--- config.mk ---
export PLATFORM = sky130hd
export DESIGN_NAME = u64_to_ascii_dec_hex_flat
export DESIGN_NICKNAME = d
export VERILOG_FILES = /design/src/rtl/u2a_pkg.sv /design/src/rtl/u2a_if.sv /design/src/rtl/u2a_dpath.sv /design/src/rtl/u2a_ctrl.sv /design/src/rtl/u64_to_ascii_dec_hex.sv /design/src/flat_wrapper.sv
export SDC_FILE = /design/constraint.sdc
export NUM_CORES = 1
export LEC_CHECK = 0
export ABC_CLOCK_PERIOD_IN_PS = 7900
export BUFFER_PORTS_ARGS = -buffer_cell sky130_fd_sc_hd__buf_2
export CORE_UTILIZATION = 61
export CTS_CLUSTER_DIAMETER = 120
export DETAILED_ROUTE_END_ITERATION = 10
export PLACE_DENSITY = 0.9
export SYNTH_ARGS = -nofsm -noshare
export SYNTH_HDL_FRONTEND = slang
export SYNTH_SLANG_ARGS = --single-unit
--- constraint.sdc ---
create_clock -name i_clk -period 7.9 [get_ports i_clk]
set_input_delay 0 -clock i_clk [delete_from_list [all_inputs] [get_ports i_clk]]
set_output_delay 0 -clock i_clk [all_outputs]
set_load 0.01 [all_outputs]
--- src/rtl/u2a_pkg.sv ---
// Shared types, constants and character helpers for the integer-to-text block.
`default_nettype none
package u2a_pkg;

    localparam int VAL_W    = 64;
    localparam int CHAR_W   = 7;
    localparam int DEC_DIGS = 20;
    localparam int BCD_W    = DEC_DIGS * 4;
    localparam int HEX_DIGS = VAL_W / 4;
    localparam int CNT_W    = $clog2(VAL_W);
    localparam int LEFT_W   = $clog2(DEC_DIGS + 1);

    typedef logic [CHAR_W-1:0] t_char;

    localparam t_char CH_ZERO = 7'h30;
    localparam t_char CH_X    = 7'h78;
    localparam t_char CH_A    = 7'h61;

    localparam logic MODE_DEC = 1'b0;
    localparam logic MODE_HEX = 1'b1;

    // controller -> datapath
    typedef struct packed {
        logic load;
        logic dabble;
        logic strip;
        logic emit;
    } t_cmd;

    // datapath -> controller
    typedef struct packed {
        logic conv_done;
        logic strip_more;
        logic emit_last;
    } t_stat;

    function automatic t_char nib_ascii(input logic [3:0] nib);
        t_char ch;
        if (nib < 4'd10) begin
            ch = CH_ZERO + t_char'(nib);
        end else begin
            ch = CH_A + t_char'(nib - 4'd10);
        end
        return ch;
    endfunction

endpackage
`default_nettype wire

--- src/rtl/u2a_if.sv ---
// Valid/ready channel interfaces for the input number and the output characters.
`default_nettype none
interface u2a_in_if;
    import u2a_pkg::*;
    logic             valid;
    logic             ready;
    logic             mode;
    logic [VAL_W-1:0] value;
    modport source (output valid, output mode, output value, input ready);
    modport sink   (input valid, input mode, input value, output ready);
endinterface

interface u2a_out_if;
    import u2a_pkg::*;
    logic  valid;
    logic  ready;
    t_char char_code;
    logic  last;
    modport source (output valid, output char_code, output last, input ready);
    modport sink   (input valid, input char_code, input last, output ready);
endinterface
`default_nettype wire

--- src/rtl/u2a_dpath.sv ---
// Datapath: value shift register, bit-serial BCD converter and output character register.
`default_nettype none
module u2a_dpath (
    input  wire                   i_clk,
    input  wire                   i_mode,
    input  wire [u2a_pkg::VAL_W-1:0] i_value,
    input  u2a_pkg::t_cmd         i_cmd,
    output u2a_pkg::t_stat        o_stat,
    output u2a_pkg::t_char        o_char,
    output logic                  o_last
);
    import u2a_pkg::*;

    logic              r_mode;
    logic [VAL_W-1:0]  r_bin,  n_bin;
    logic [BCD_W-1:0]  r_bcd,  n_bcd;
    logic [CNT_W-1:0]  r_cnt,  n_cnt;
    logic [LEFT_W-1:0] r_left, n_left;
    logic [1:0]        r_pfx,  n_pfx;
    t_char             r_char, n_char;
    logic              r_last, n_last;
    logic [BCD_W-1:0]  adj;
    logic [3:0]        dig;

    // add-3 on every digit of 5 or more before the shift
    always_comb begin
        for (int i = 0; i < DEC_DIGS; i++) begin
            dig = r_bcd[i*4 +: 4];
            adj[i*4 +: 4] = (dig >= 4'd5) ? dig + 4'd3 : dig;
        end
    end

    always_comb begin
        n_bin  = r_bin;
        n_bcd  = r_bcd;
        n_cnt  = r_cnt;
        n_left = r_left;
        n_pfx  = r_pfx;
        n_char = r_char;
        n_last = r_last;
        if (i_cmd.load) begin
            n_bin  = i_value;
            n_bcd  = '0;
            n_cnt  = '0;
            n_left = (i_mode == MODE_HEX) ? LEFT_W'(HEX_DIGS) : LEFT_W'(DEC_DIGS);
            n_pfx  = (i_mode == MODE_HEX) ? 2'd2 : 2'd0;
        end else if (i_cmd.dabble) begin
            n_bcd = {adj[BCD_W-2:0], r_bin[VAL_W-1]};
            n_bin = {r_bin[VAL_W-2:0], 1'b0};
            n_cnt = r_cnt + 1'b1;
        end else if (i_cmd.strip) begin
            n_bcd  = {r_bcd[BCD_W-5:0], 4'd0};
            n_left = r_left - 1'b1;
        end else if (i_cmd.emit) begin
            n_last = o_stat.emit_last;
            if (r_pfx == 2'd2) begin
                n_char = CH_ZERO;
                n_pfx  = 2'd1;
            end else if (r_pfx == 2'd1) begin
                n_char = CH_X;
                n_pfx  = 2'd0;
            end else begin
                n_left = r_left - 1'b1;
                if (r_mode == MODE_HEX) begin
                    n_char = nib_ascii(r_bin[VAL_W-1 -: 4]);
                    n_bin  = {r_bin[VAL_W-5:0], 4'd0};
                end else begin
                    n_char = nib_ascii(r_bcd[BCD_W-1 -: 4]);
                    n_bcd  = {r_bcd[BCD_W-5:0], 4'd0};
                end
            end
        end
    end

    always_ff @(posedge i_clk) begin
        if (i_cmd.load) begin
            r_mode <= i_mode;
        end
        r_bin  <= n_bin;
        r_bcd  <= n_bcd;
        r_cnt  <= n_cnt;
        r_left <= n_left;
        r_pfx  <= n_pfx;
        r_char <= n_char;
        r_last <= n_last;
    end

    assign o_stat.conv_done  = (r_cnt == CNT_W'(VAL_W - 1));
    assign o_stat.strip_more = (r_bcd[BCD_W-1 -: 4] == 4'd0) && (r_left > LEFT_W'(1));
    assign o_stat.emit_last  = (r_pfx == 2'd0) && (r_left == LEFT_W'(1));
    assign o_char = r_char;
    assign o_last = r_last;

endmodule
`default_nettype wire

--- src/rtl/u2a_ctrl.sv ---
// Controller: sequences load, conversion, leading-zero skip and character beats.
`default_nettype none
module u2a_ctrl (
    input  wire            i_clk,
    input  wire            i_rst_n,
    input  wire            i_in_valid,
    input  wire            i_in_mode,
    output logic           o_in_ready,
    input  wire            i_out_ready,
    output logic           o_out_valid,
    input  u2a_pkg::t_stat i_stat,
    output u2a_pkg::t_cmd  o_cmd
);
    import u2a_pkg::*;

    typedef enum logic [2:0] {
        ST_IDLE,
        ST_CONV,
        ST_STRIP,
        ST_EMIT,
        ST_FLUSH
    } t_state;

    t_state r_state, n_state;
    logic   r_ovalid, n_ovalid;
    logic   can_load;

    assign o_in_ready = (r_state == ST_IDLE);
    assign can_load   = !r_ovalid || i_out_ready;

    always_comb begin
        n_state  = r_state;
        n_ovalid = r_ovalid;
        o_cmd    = '0;
        case (r_state)
            ST_IDLE: begin
                if (i_in_valid) begin
                    o_cmd.load = 1'b1;
                    n_state = (i_in_mode == MODE_HEX) ? ST_EMIT : ST_CONV;
                end
            end
            ST_CONV: begin
                o_cmd.dabble = 1'b1;
                if (i_stat.conv_done) begin
                    n_state = ST_STRIP;
                end
            end
            ST_STRIP: begin
                if (i_stat.strip_more) begin
                    o_cmd.strip = 1'b1;
                end else begin
                    n_state = ST_EMIT;
                end
            end
            ST_EMIT: begin
                if (can_load) begin
                    o_cmd.emit = 1'b1;
                    n_ovalid   = 1'b1;
                    if (i_stat.emit_last) begin
                        n_state = ST_FLUSH;
                    end
                end
            end
            ST_FLUSH: begin
                // hold the final beat until taken
                if (i_out_ready) begin
                    n_ovalid = 1'b0;
                    n_state  = ST_IDLE;
                end
            end
            default: begin
                n_state  = ST_IDLE;
                n_ovalid = 1'b0;
            end
        endcase
    end

    always_ff @(posedge i_clk) begin
        if (!i_rst_n) begin
            r_state  <= ST_IDLE;
            r_ovalid <= 1'b0;
        end else begin
            r_state  <= n_state;
            r_ovalid <= n_ovalid;
        end
    end

    assign o_out_valid = r_ovalid;

    a_idle_no_beat: assert property (@(posedge i_clk) disable iff (!i_rst_n)
        r_state == ST_IDLE |-> !r_ovalid)
        else $error("output beat pending while idle");

    a_flush_valid: assert property (@(posedge i_clk) disable iff (!i_rst_n)
        r_state == ST_FLUSH |-> r_ovalid)
        else $error("final beat missing in flush");

    a_conv_end: assert property (@(posedge i_clk) disable iff (!i_rst_n)
        (r_state == ST_CONV && i_stat.conv_done) |=> r_state == ST_STRIP)
        else $error("conversion did not end after all bits");

    a_one_cmd: assert property (@(posedge i_clk) disable iff (!i_rst_n)
        $onehot0({o_cmd.load, o_cmd.dabble, o_cmd.strip, o_cmd.emit}))
        else $error("conflicting datapath commands");

endmodule
`default_nettype wire

--- src/rtl/u64_to_ascii_dec_hex.sv ---
// Top level: unsigned 64-bit value to ASCII decimal or 0x-prefixed hex text.
// Hex: accept moves straight to the emit state; 18 beats (0, x, 16 digits) at one per cycle
// while the output is not stalled. Decimal: bit-serial double-dabble over all 64 input bits, then
// leading-zero skip and digit beats; skipped digits plus digit beats always total 20.
// One item at a time; output stalls hold the beats; a new item is taken after the last beat leaves.
// Synchronous active-low reset clears the controller; no state is kept between items.
`default_nettype none
module u64_to_ascii_dec_hex (
    input  wire        i_clk,
    input  wire        i_rst_n,
    u2a_in_if.sink     i_in,
    u2a_out_if.source  o_out
);
    import u2a_pkg::*;

    t_cmd  cmd;
    t_stat stat;
    logic  in_ready;
    logic  out_valid;
    t_char ch;
    logic  last;

    u2a_ctrl u_ctrl (
        .i_clk       (i_clk),
        .i_rst_n     (i_rst_n),
        .i_in_valid  (i_in.valid),
        .i_in_mode   (i_in.mode),
        .o_in_ready  (in_ready),
        .i_out_ready (o_out.ready),
        .o_out_valid (out_valid),
        .i_stat      (stat),
        .o_cmd       (cmd)
    );

    u2a_dpath u_dpath (
        .i_clk   (i_clk),
        .i_mode  (i_in.mode),
        .i_value (i_in.value),
        .i_cmd   (cmd),
        .o_stat  (stat),
        .o_char  (ch),
        .o_last  (last)
    );

    assign i_in.ready      = in_ready;
    assign o_out.valid     = out_valid;
    assign o_out.char_code = ch;
    assign o_out.last      = last;

endmodule
`default_nettype wire

--- src/flat_wrapper.sv ---
// flat-port wrapper written by rule: the top's interface ports become plain ports
module u64_to_ascii_dec_hex_flat import u2a_pkg::*;
  (i_clk, i_rst_n, i_in_valid, i_in_mode, i_in_value, i_in_ready, o_out_valid, o_out_char_code, o_out_last, o_out_ready);
  u2a_in_if i_in_i ();
  u2a_out_if o_out_i ();
  input  wire i_clk;
  input  wire i_rst_n;
  input wire logic [$bits(i_in_i.valid)-1:0] i_in_valid;
  input wire logic [$bits(i_in_i.mode)-1:0] i_in_mode;
  input wire logic [$bits(i_in_i.value)-1:0] i_in_value;
  output wire logic [$bits(i_in_i.ready)-1:0] i_in_ready;
  output wire logic [$bits(o_out_i.valid)-1:0] o_out_valid;
  output wire logic [$bits(o_out_i.char_code)-1:0] o_out_char_code;
  output wire logic [$bits(o_out_i.last)-1:0] o_out_last;
  input wire logic [$bits(o_out_i.ready)-1:0] o_out_ready;
  assign i_in_i.valid = i_in_valid;
  assign i_in_i.mode = i_in_mode;
  assign i_in_i.value = i_in_value;
  assign i_in_ready = i_in_i.ready;
  assign o_out_valid = o_out_i.valid;
  assign o_out_char_code = o_out_i.char_code;
  assign o_out_last = o_out_i.last;
  assign o_out_i.ready = o_out_ready;
  u64_to_ascii_dec_hex u_core (.i_clk(i_clk), .i_rst_n(i_rst_n), .i_in(i_in_i), .o_out(o_out_i));
endmodule
==> results.yml, run 1 <==
outcome:
  status: "complete, no violations"
sta:
  max-slew-margin-rel: 0.214
  clock_skew_ns: 0.0210
  totalNegativeSetupSlack_ns: 0
  finalMaxSlewViolations: 0
  fmax_mhz: 291
  finalSetupViolCount: 0
  period_share: 0.435
  fin_crit_ns: 3.44
  rsz0062_at_grt: "no"
  worstMarginPinSlew_ns: 1.18
  finalHoldViolCount: 0
finish:
  final_nets: 1409
  area_growth_pct: 17.0
  final_cell_area_um2: 11700
  final_cells: 1515
  drive_gt1_frac: 0.100
  antennaDiodeCount: 0
  final_core_util: 0.731
synth:
  synthArstFlopShare: 0
  synth_area_leader_cell: "edfxtp_1"
  syn_inst: 1187
  avgSynthCellArea_um2: 8.40
  synth_area_um2: 9970
  synth.most_common_cell: "nand2_1"
  synth_cell_types: 48
  yosysWarningCount: 0
  ys_ff_latch: 170
  synth_edf_count: 80
  ys_seq_area_frac: 0.422
  synth.area.top_cells: "edfxtp_1 24%, dfxtp_1 18%, nand2_1 9.3%"
  synthTopCellsByCount: "248 x nand2_1, 108 x a21oi_1, 90 x dfxtp_1"
  ys.flop_type: "dfxtp_1"
  syn_nets: 1310
  synth_top_area_share: 0.241
min_path:
  min_path_type: "input pin to flip-flop"
  worstHoldStart: "i_in_valid"
  hold_path_end: "u_core.u_dpath.r_pfx[1]$_SDFFCE_PN0P_"
  hold_path_depth: 2
floorplanning:
  dieHeight_um: 130
  rows: 46
  fp.coreArea_um2: 15900
  initial_core_util: 0.625
  die_w_um: 130
  ioPinCount: 79
  dieArea_um2: 16900
critical_path:
  path_cells: "nand2b_1 -> nor2_4 -> buf_4 -> buf_4 -> a32oi_1 -> o211ai_1 -> a21oi_1"
  cp.required_ns: 8.17
  crit_family: "buffers and inverters"
  critical-path-slowest-cell: "buf_4"
  max_stage_delay_ns: 1.02
  cp-end-kind: "flip-flop"
  worstPathArrival_ns: 3.71
  path_class: "flip-flop to flip-flop"
  rr_worst_depth: 7
  timing.rr.start: "u_core.u_ctrl.r_state[0]$_SDFFE_PN0P_"
  crit_top_cell: "buf_4"
  worstSetupStartpointType: "flip-flop"
  cp_max_fo: 123
  worst-path-buf-inv: 2
  r2r_slack_ns: 4.46
  worstReg2RegEnd: "u_core.u_dpath.r_bcd[36]$_SDFFE_PP0P_"
global_routing:
  grt_overflow_total: 0
  grt_pass1_vias: 8823
  track_usage: 0.323
  antenna_found_initial: 0
  grt_first_pass_wirelength_um: 42600
  grt_max_degree: 124
clocking:
  clk_latency_ns: 0.45
  htree_levels: 4
  cts.sink_count: 170
  clk_pin_slew_ns: 0.06
  cts_root_buf: "clkbuf_16"
  clockBufferDepth: 2
  cts_tree: "done"
  cts_buffers: 17
drt:
  drt-initial-drc-count: 1181
  ant_nets: 0
  drt-total-wl_um: 27000
  firstDrtPassIters: 6
  via_per_inst: 6.35
  wl_per_cell_um: 17.8
  drc: 0
  vias: 9619
place:
  placed_area_um2: 10400
  dpl.cell_count: 1416
  place.gp.congestion: 0.837
  dpl.hpwl_um: 13400
  port_buffers: 78
pwr:
  power_w: 0.00470
  peakVddDrop_mv: 0.224
  power_leakage_nw: 4.52
  powerDensity_nw_per_um2: 403
flow_run:
  cap_violations: 0
==> stage by stage <==
stage | setup slack, ns | hold WS [ns]
final | 4.46 | 0.0626
after global routing | 4.27 | 0.0564
after CTS | 4.70 | 0.00451
after detailed placement | 4.74 | 0.212
after global placement | 4.85 | 0.214
after floorplan | 1.93 | 0.0989
==> registers in the layout, summed over array words and instances (netlist names) <==
register and cells:
u_core.u_dpath.r_bcd 80, u_core.u_dpath.r_bin 64, u_core.u_dpath.o_char 7, u_core.u_dpath.r_cnt 6, u_core.u_dpath.r_left 5, u_core.u_ctrl.r_state 3, u_core.u_dpath.r_pfx 2, u_core.u_ctrl.o_out_valid 1
u_core.u_dpath.o_last 1, u_core.u_dpath.r_mode 1
==> logic make-up (layout without fill, tap and decap cells) <==
logic type,count (synthesis),after routing,share of synthesized area
AND/OR/NAND/NOR,427,427,0.188
AO/OA/AOI/OAI,375,375,0.235
flip-flops,170,170,0.422
buffers and inverters,125,237,0.0550
adder cells (fa/ha/maj),54,54,0.0678
XOR/XNOR,34,34,0.0299
multiplexers,2,2,0.00201
==> cell type report <==
cell class	count	area [um^2]
inverter	52	196
sequential	170	4200
multi-input combinational	892	5240
tap	216	270
fill	1031	4290
clock inverter	14	193
timing repair buffer	153	1120
clock buffer	18	429
==> worst max path at each step <==
stage                     depth (start not counted)                             startpoint                                     to
final                                             7  u_core.u_ctrl.r_state[0]$_SDFFE_PN0P_  u_core.u_dpath.r_bcd[36]$_SDFFE_PP0P_
after global routing                              7  u_core.u_ctrl.r_state[0]$_SDFFE_PN0P_  u_core.u_dpath.r_bcd[39]$_SDFFE_PP0P_
after CTS                                         7  u_core.u_ctrl.r_state[0]$_SDFFE_PN0P_  u_core.u_dpath.r_bcd[20]$_SDFFE_PP0P_
after detailed placement                          7  u_core.u_ctrl.r_state[0]$_SDFFE_PN0P_  u_core.u_dpath.r_bcd[20]$_SDFFE_PP0P_
after global placement                            7  u_core.u_ctrl.r_state[0]$_SDFFE_PN0P_  u_core.u_dpath.r_bcd[51]$_SDFFE_PP0P_
after floorplan                                   4  u_core.u_dpath.r_pfx[0]$_SDFFCE_PP0P_  u_core.u_dpath.r_bin[0]$_SDFFCE_PN0P_
==> where the power goes <==
part	total [W]	leakage (nW)	internal (W)	switching [W]
Sequential	0.00182	1.52	0.00138	0.000433
Clock	0.000907	0.297	0.000532	0.000376
Combinational	0.00198	2.70	0.000769	0.00121
==> per-layer routing <==
layer | vias up | routed length [um] | global-route usage
li1 | 4446 | - | -
met2 | 544 | 13200 | 0.544
met5 | - | 0 | 0
met4 | 0 | 1240 | 0.189
met3 | 107 | 2020 | 0.0742
met1 | 4522 | 10500 | 0.378
==> repair_timing <==
action / CTS / global route
buffers inserted: 0 / 0
hold buffers: 67 / 0
resized for setup: 0 / 0
hold endpoints to repair: 70 / 0
==> placed cells by master (no fill, tap or decap), types with 2 or more instances in the layout <==
cell type      synthesis  final
nand2_1              248    247
a21oi_1              108    108
dfxtp_1               90     90
o21ai_0               87     86
edfxtp_1              80     80
buf_2                 27     78
dlygate4sd3_1          0     67
a22oi_1               60     60
ha_1                  54     54
inv_1                 52     51
nor2_1                48     46
nand3_1               45     45
a31oi_1               44     44
nand2b_1              42     42
o211ai_1              39     39
xnor2_1               27     27
nor3_1                23     23
a32oi_1               19     19
clkbuf_16              0     17
buf_4                  4      8
xor2_1                 7      7
a211oi_1               5      5
and2_1                 4      4
bufinv_16              0      4
inv_6                  0      4
a22o_1                 3      3
and3_1                 3      3
nor2_4                 0      2
or2_2                  2      2
o211ai_4               2      2
nand3b_1               2      2
mux2i_1                2      2
clkinv_4               0      2
clkinv_1               0      2
No activity file was read; power rests on OpenSTA's default activity.
==> run 2: changes to the inputs <==
Settings changed: ABC_AREA set to 1, ABC_CLOCK_PERIOD_IN_PS 7900 to 3350.
Clock period 7.9 ns to 3.35 ns, I/O delays scaled along.
==> run 2 against run 1 <==
- sequential power grew 140%
- total power grew to 2.8 times the previous value
- non-clock buffer count grew 7
- global-route usage is essentially flat
- combinational power grew to 3.6 times the previous value
- wire length grew 4.2%
- register-to-register slack lost 3.7 ns
- largest cell class unchanged
- worst setup slack lost 3.7 ns
- cell area grew 6.2%
- clock skew grew 0.0092 ns
==> results.yml, run 2 <==
drt:
  ant_nets: 0
  drt-total-wl_um: 28200
  firstDrtPassIters: 6
  wl_per_cell_um: 15.2
  drc: 0
  vias: 10500
  via_per_inst: 5.69
  drt-initial-drc-count: 996
outcome:
  status: "complete, no violations"
critical_path:
  worstSetupStartpointType: "flip-flop"
  cp-end-kind: "flip-flop"
  critical-path-slowest-cell: "o21bai_4"
  path_class: "flip-flop to flip-flop"
  cp.required_ns: 3.47
  max_stage_delay_ns: 0.65
  cp_max_fo: 44
  path_cells: "nand3_1 -> nor2_2 -> nand2_1 -> o21bai_4 -> buf_12"
  r2r_slack_ns: 0.71
  worstPathArrival_ns: 2.76
  worst-path-buf-inv: 1
  crit_family: "simple AND/OR/NAND/NOR gates"
clocking:
  cts_resized: 0
  cts_tree: "done"
  clockBufferDepth: 2
  cts_buffers: 17
  postCtsSetupBuffers: 0
  cts.sink_count: 170
  clk_pin_slew_ns: 0.07
  clk_latency_ns: 0.46
  htree_levels: 4
  cts_root_buf: "clkbuf_16"
synth:
  synth_area_um2: 10700
  synth-xor-area-share: 0.00492
  synth_top_area_share: 0.225
  synthSimpleGateAreaFrac: 0.295
  synth_fa_ha_area_frac: 0.0633
  syn_inst: 1508
  synth-compound-area-share: 0.135
  avgSynthCellArea_um2: 7.08
  synthTopCellsByCount: "400 x nand2_1, 226 x nor2_1, 204 x inv_1"
  ys_ff_latch: 170
  synth_cell_types: 37
  synth_edf_count: 80
  synth_area_leader_cell: "edfxtp_1"
  syn_nets: 1631
  yosysWarningCount: 0
  synth.area.mux_share: 0
  synthArstFlopShare: 0
  synth_top_family_by_area: "simple AND/OR/NAND/NOR gates"
  synth.area.top_cells: "edfxtp_1 23%, dfxtp_1 17%, nand2_1 14%"
  ys.flop_type: "dfxtp_1"
  synth.most_common_cell: "nand2_1"
  ys_seq_area_frac: 0.394
place:
  place_ws_ns: 0.830
  place.gp.congestion: 0.917
  placed_area_um2: 11100
  dpl.hpwl_um: 16100
  dpl.cell_count: 1751
  port_buffers: 78
sta:
  period_share: 0.787
  rsz0062_at_grt: "no"
  max-slew-margin-rel: 0.490
  fin_crit_ns: 2.64
  fmax_mhz: 379
  finalSetupViolCount: 0
  finalHoldViolCount: 0
  fin_ws_ns: 0.715
  clock_skew_ns: 0.0302
  finalMaxSlewViolations: 0
  totalNegativeSetupSlack_ns: 0
  worstMarginPinSlew_ns: 0.763
finish:
  drive_gt1_frac: 0.0847
  final_core_util: 0.736
  layout_common_cells: "398 x nand2_1, 226 x nor2_1, 204 x inv_1"
  final_common_cell: "nand2_1"
  final_cells: 1849
  largest-register: "u_core.u_dpath.r_bcd"
  largest_register_ffs: 80
  final_nets: 1739
  fillers: 1194
  antennaDiodeCount: 0
  area_growth_pct: 15.9
  final_cell_area_um2: 12400
global_routing:
  grt_max_degree: 61
  track_usage: 0.323
  grt_pass1_vias: 10100
  antenna_found_initial: 0
  grt_overflow_total: 0
  grt_first_pass_wirelength_um: 46600
floorplanning:
  die_w_um: 134
  dieHeight_um: 134
  rows: 47
  ioPinCount: 79
  initial_core_util: 0.635
  dieArea_um2: 18000
  fp.coreArea_um2: 16800
pwr:
  powerDensity_nw_per_um2: 1080
  peakVddDrop_mv: 0.607
  power_leakage_nw: 5.75
min_path:
  min_path_type: "input pin to flip-flop"
flow_run:
  cap_violations: 0
run 2: worst register-to-register path, stage by stage, from the launching register on:
cell and delay (ns):
dfxtp_1 0.48, nand3_1 0.18, nor2_2 0.44, nand2_1 0.22, o21bai_4 0.65, buf_12 0.34
run 2: path summary, 6_finish.rpt:
path | start | end | depth (start not counted)
worst max register to register | u_core.u_ctrl.r_state[0]$_SDFFE_PN0P_ | u_core.u_dpath.r_bin[37]$_DFFE_PP_ | 5
worst max-delay path | u_core.u_ctrl.r_state[0]$_SDFFE_PN0P_ | u_core.u_dpath.r_bin[37]$_DFFE_PP_ | 5
worst min-delay path | i_in_valid | u_core.u_ctrl.r_state[1]$_SDFFE_PN0P_ | 6
worst min register to register | u_core.u_dpath.r_cnt[5]$_SDFFE_PP0P_ | u_core.u_dpath.r_cnt[5]$_SDFFE_PP0P_ | 2
run 2: timing repair:
item / CTS / global route
hold endpoints to repair: 70 / 0
setup endpoints to repair: 0 / 0
hold buffers: 66 / 0
run 2: per-stage QoR:
stage | hold slack [ns] | total power [W]
2_1_floorplan | 0.0989 | 0.00958
3_3_place_gp | 0.261 | 0.0106
3_5_place_dp | 0.264 | 0.0109
4_1_cts | 0.0856 | 0.0130
5_1_grt | 0.140 | 0.0145
6_report | 0.103 | 0.0133
run 2: layout make-up:
type | instances | area (um^2) | area share
clock inverters | 15 | 151 | 0.0122
repair buffers | 160 | 1200 | 0.0967
inverters | 206 | 774 | 0.0626
well taps | 220 | 275 | 0.0222
multi-input cells | 1061 | 5350 | 0.432
flip-flops and latches | 170 | 4200 | 0.340
clock buffers | 17 | 425 | 0.0344
run 2: power breakdown:
group,switching [W],leakage [nW],internal [W]
logic,0.00462,3.95,0.00244
registers,0.000760,1.52,0.00353
clock network,0.000993,0.287,0.00100
run 2: cells by family (layout without fill, tap and decap cells):
logic type      count (synthesis)  after routing
xor+xnor                        6              6
buf+inv                       277            398
fa+ha+maj                      54             54
simple gates                  768            768
flops                         170            170
compound gates                233            233
run 2: per-layer routing:
layer / share of wire / track usage / routed length [um]
met4: 0.047 / 0.182 / 1320
met2: 0.49 / 0.562 / 13900
met3: 0.067 / 0.0571 / 1890
met5: 0 / 0 / 0
met1: 0.39 / 0.374 / 11100
==> run 3: changes to the inputs <==
Settings changed: ABC_CLOCK_PERIOD_IN_PS 3350 to 2300, CORE_UTILIZATION 61 to 55, PLACE_DENSITY 0.9 to 0.86.
Clock period 3.35 ns to 2.3 ns, I/O delays scaled along.
==> run 3 against run 2 <==
- the run now ends with design-rule violations left
- clock skew shrank 0.0086 ns
- die area is 11% higher
- final cell count rose by 2.5%
- global-route usage fell by 3.2 points
- clock power rose by 53%
- count of clock-buffer cells in the layout stayed put
- combinational power grew 50%
- wire length grew 3.2%
- largest cell class unchanged
==> results.yml, run 3 (synthesis results as in run 2) <==
finish:
  drive_gt1_frac: 0.0900
  area.sequential_um2: 4210
  largest_register_ffs: 80
  final_cell_area_um2: 12600
  largest-register: "u_core.u_dpath.r_bcd"
  layout_common_cells: "397 x nand2_1, 226 x nor2_1, 204 x inv_1"
  final_common_cell: "nand2_1"
  final_nets: 1744
  area_growth_pct: 18.0
  fillers: 1393
  multi_input_area_um2: 5370
  final_cells: 1896
drt:
  firstDrtPassIters: 11
  drt-initial-drc-count: 1082
  vias: 10700
  wl_per_cell_um: 15.3
  via_per_inst: 5.65
  drt-total-wl_um: 29100
  ant_nets: 0
  drc: 1
place:
  dpl.cell_count: 1796
  dpl.hpwl_um: 16200
  placed_area_um2: 11300
  place_ws_ns: 0.277
  place.gp.congestion: 0.904
  port_buffers: 78
clocking:
  cts_resized: 0
  cts_buffers: 17
  clockBufferDepth: 2
  cts_tree: "done"
  clk_pin_slew_ns: 0.09
  clk_latency_ns: 0.45
  cts_root_buf: "clkbuf_16"
  cts.sink_count: 170
  postCtsSetupBuffers: 0
  htree_levels: 4
global_routing:
  grt_pass1_vias: 10100
  track_usage: 0.290
  grt_first_pass_wirelength_um: 46500
  grt_max_degree: 64
  grt_overflow_total: 0
  antenna_found_initial: 2
sta:
  max-slew-margin-rel: 0.618
  finalHoldViolCount: 0
  worstMarginPinSlew_ns: 0.573
  finalSetupViolCount: 0
  fmax_mhz: 461
  fin_ws_ns: 0.133
  fin_crit_ns: 2.17
  clock_skew_ns: 0.0216
  period_share: 0.942
  finalMaxSlewViolations: 0
pwr:
  powerDensity_nw_per_um2: 1580
  power_w: 0.0199
  peakVddDrop_mv: 0.786
  power_leakage_nw: 5.82
critical_path:
  crit_end: "u_core.u_dpath.r_bin[9]$_DFFE_PP_"
  r2r_slack_ns: 0.13
  cp-end-kind: "flip-flop"
  path_class: "flip-flop to flip-flop"
  worstPathArrival_ns: 2.35
  worstReg2RegEnd: "u_core.u_dpath.r_bin[9]$_DFFE_PP_"
  worstSetupStartpointType: "flip-flop"
  worstSetupStartpoint: "u_core.u_ctrl.r_state[1]$_SDFFE_PN0P_"
  timing.rr.start: "u_core.u_ctrl.r_state[1]$_SDFFE_PN0P_"
  rr_worst_depth: 7
  cp.required_ns: 2.48
  cp_max_fo: 56
floorplanning:
  initial_core_util: 0.567
  die_w_um: 141
  fp.coreArea_um2: 18800
  dieHeight_um: 141
  ioPinCount: 79
  dieArea_um2: 20000
  rows: 50
min_path:
  min_path_type: "input pin to flip-flop"
  hold_path_depth: 6
flow_run:
  cap_violations: 0
outcome:
  status: "finished with violations"
  violations: "design-rule violations"
## run 3: report_power, final
group          leakage, nW  switching [W]  total [W]  internal [W]
clock                0.303        0.00147    0.00305       0.00158
sequential            1.52        0.00114    0.00629       0.00515
combinational         4.00        0.00682     0.0106       0.00377
total                 5.82        0.00943     0.0199        0.0105
## run 3: layout make-up
cell class              instances  share of cell area
multi-input cells            1061               0.426
clock inverters                15              0.0145
flip-flops and latches        170               0.334
repair buffers                165               0.104
inverters                     206              0.0615
well taps                     260              0.0258
diodes                          2            0.000397
clock buffers                  17              0.0338
## run 3: how the worst min path moves through the flow
stage,from,endpoint
floorplan,i_in_mode,u_core.u_dpath.r_mode$_DFFE_PP_
global placement,i_in_mode,u_core.u_dpath.r_mode$_DFFE_PP_
detailed placement,i_in_mode,u_core.u_dpath.r_mode$_DFFE_PP_
CTS,i_in_value[58],u_core.u_dpath.r_bin[58]$_DFFE_PP_
global route,i_in_valid,u_core.u_ctrl.r_state[2]$_SDFFE_PN0P_
finish,o_out_ready,u_core.u_ctrl.o_out_valid$_SDFFE_PN0P_
## run 3: layer usage
layer,part of all wire,wire length [um],up-vias,global-route usage
met1,0.39,11300,4867,0.329
li1,-,-,5202,-
met3,0.074,2160,111,0.0648
met4,0.045,1300,0,0.148
met5,0,0,-,0
met2,0.49,14300,527,0.512
## run 3: timing repair
| item | in CTS | in global routing |
|---|---|---|
| hold buffers | 65 | 1 |
| endpoints found under the hold margin | 69 | 1 |
| setup endpoints to repair | 0 | 0 |
## run 3: worst max-delay path, cell delays in order (launching register included)
cell      delay (ns)
dfxtp_1         0.50
inv_1           0.12
nand2_1         0.10
inv_1           0.06
nand2_2         0.29
nand2_2         0.13
buf_12          0.21
o221ai_1        0.48
## run 3: stage by stage
| stage | hold WS (ns) | utilization | setup TNS [ns] |
|---|---|---|---|
| after global routing | 0.140 | 0.669 | -0.104 |
| after global placement | 0.247 | 0.601 | 0 |
| after floorplan | 0.0989 | - | 0 |
| after CTS | 0.00444 | 0.668 | 0 |
| final | 0.0618 | 0.669 | 0 |
| after detailed placement | 0.252 | 0.601 | 0 |
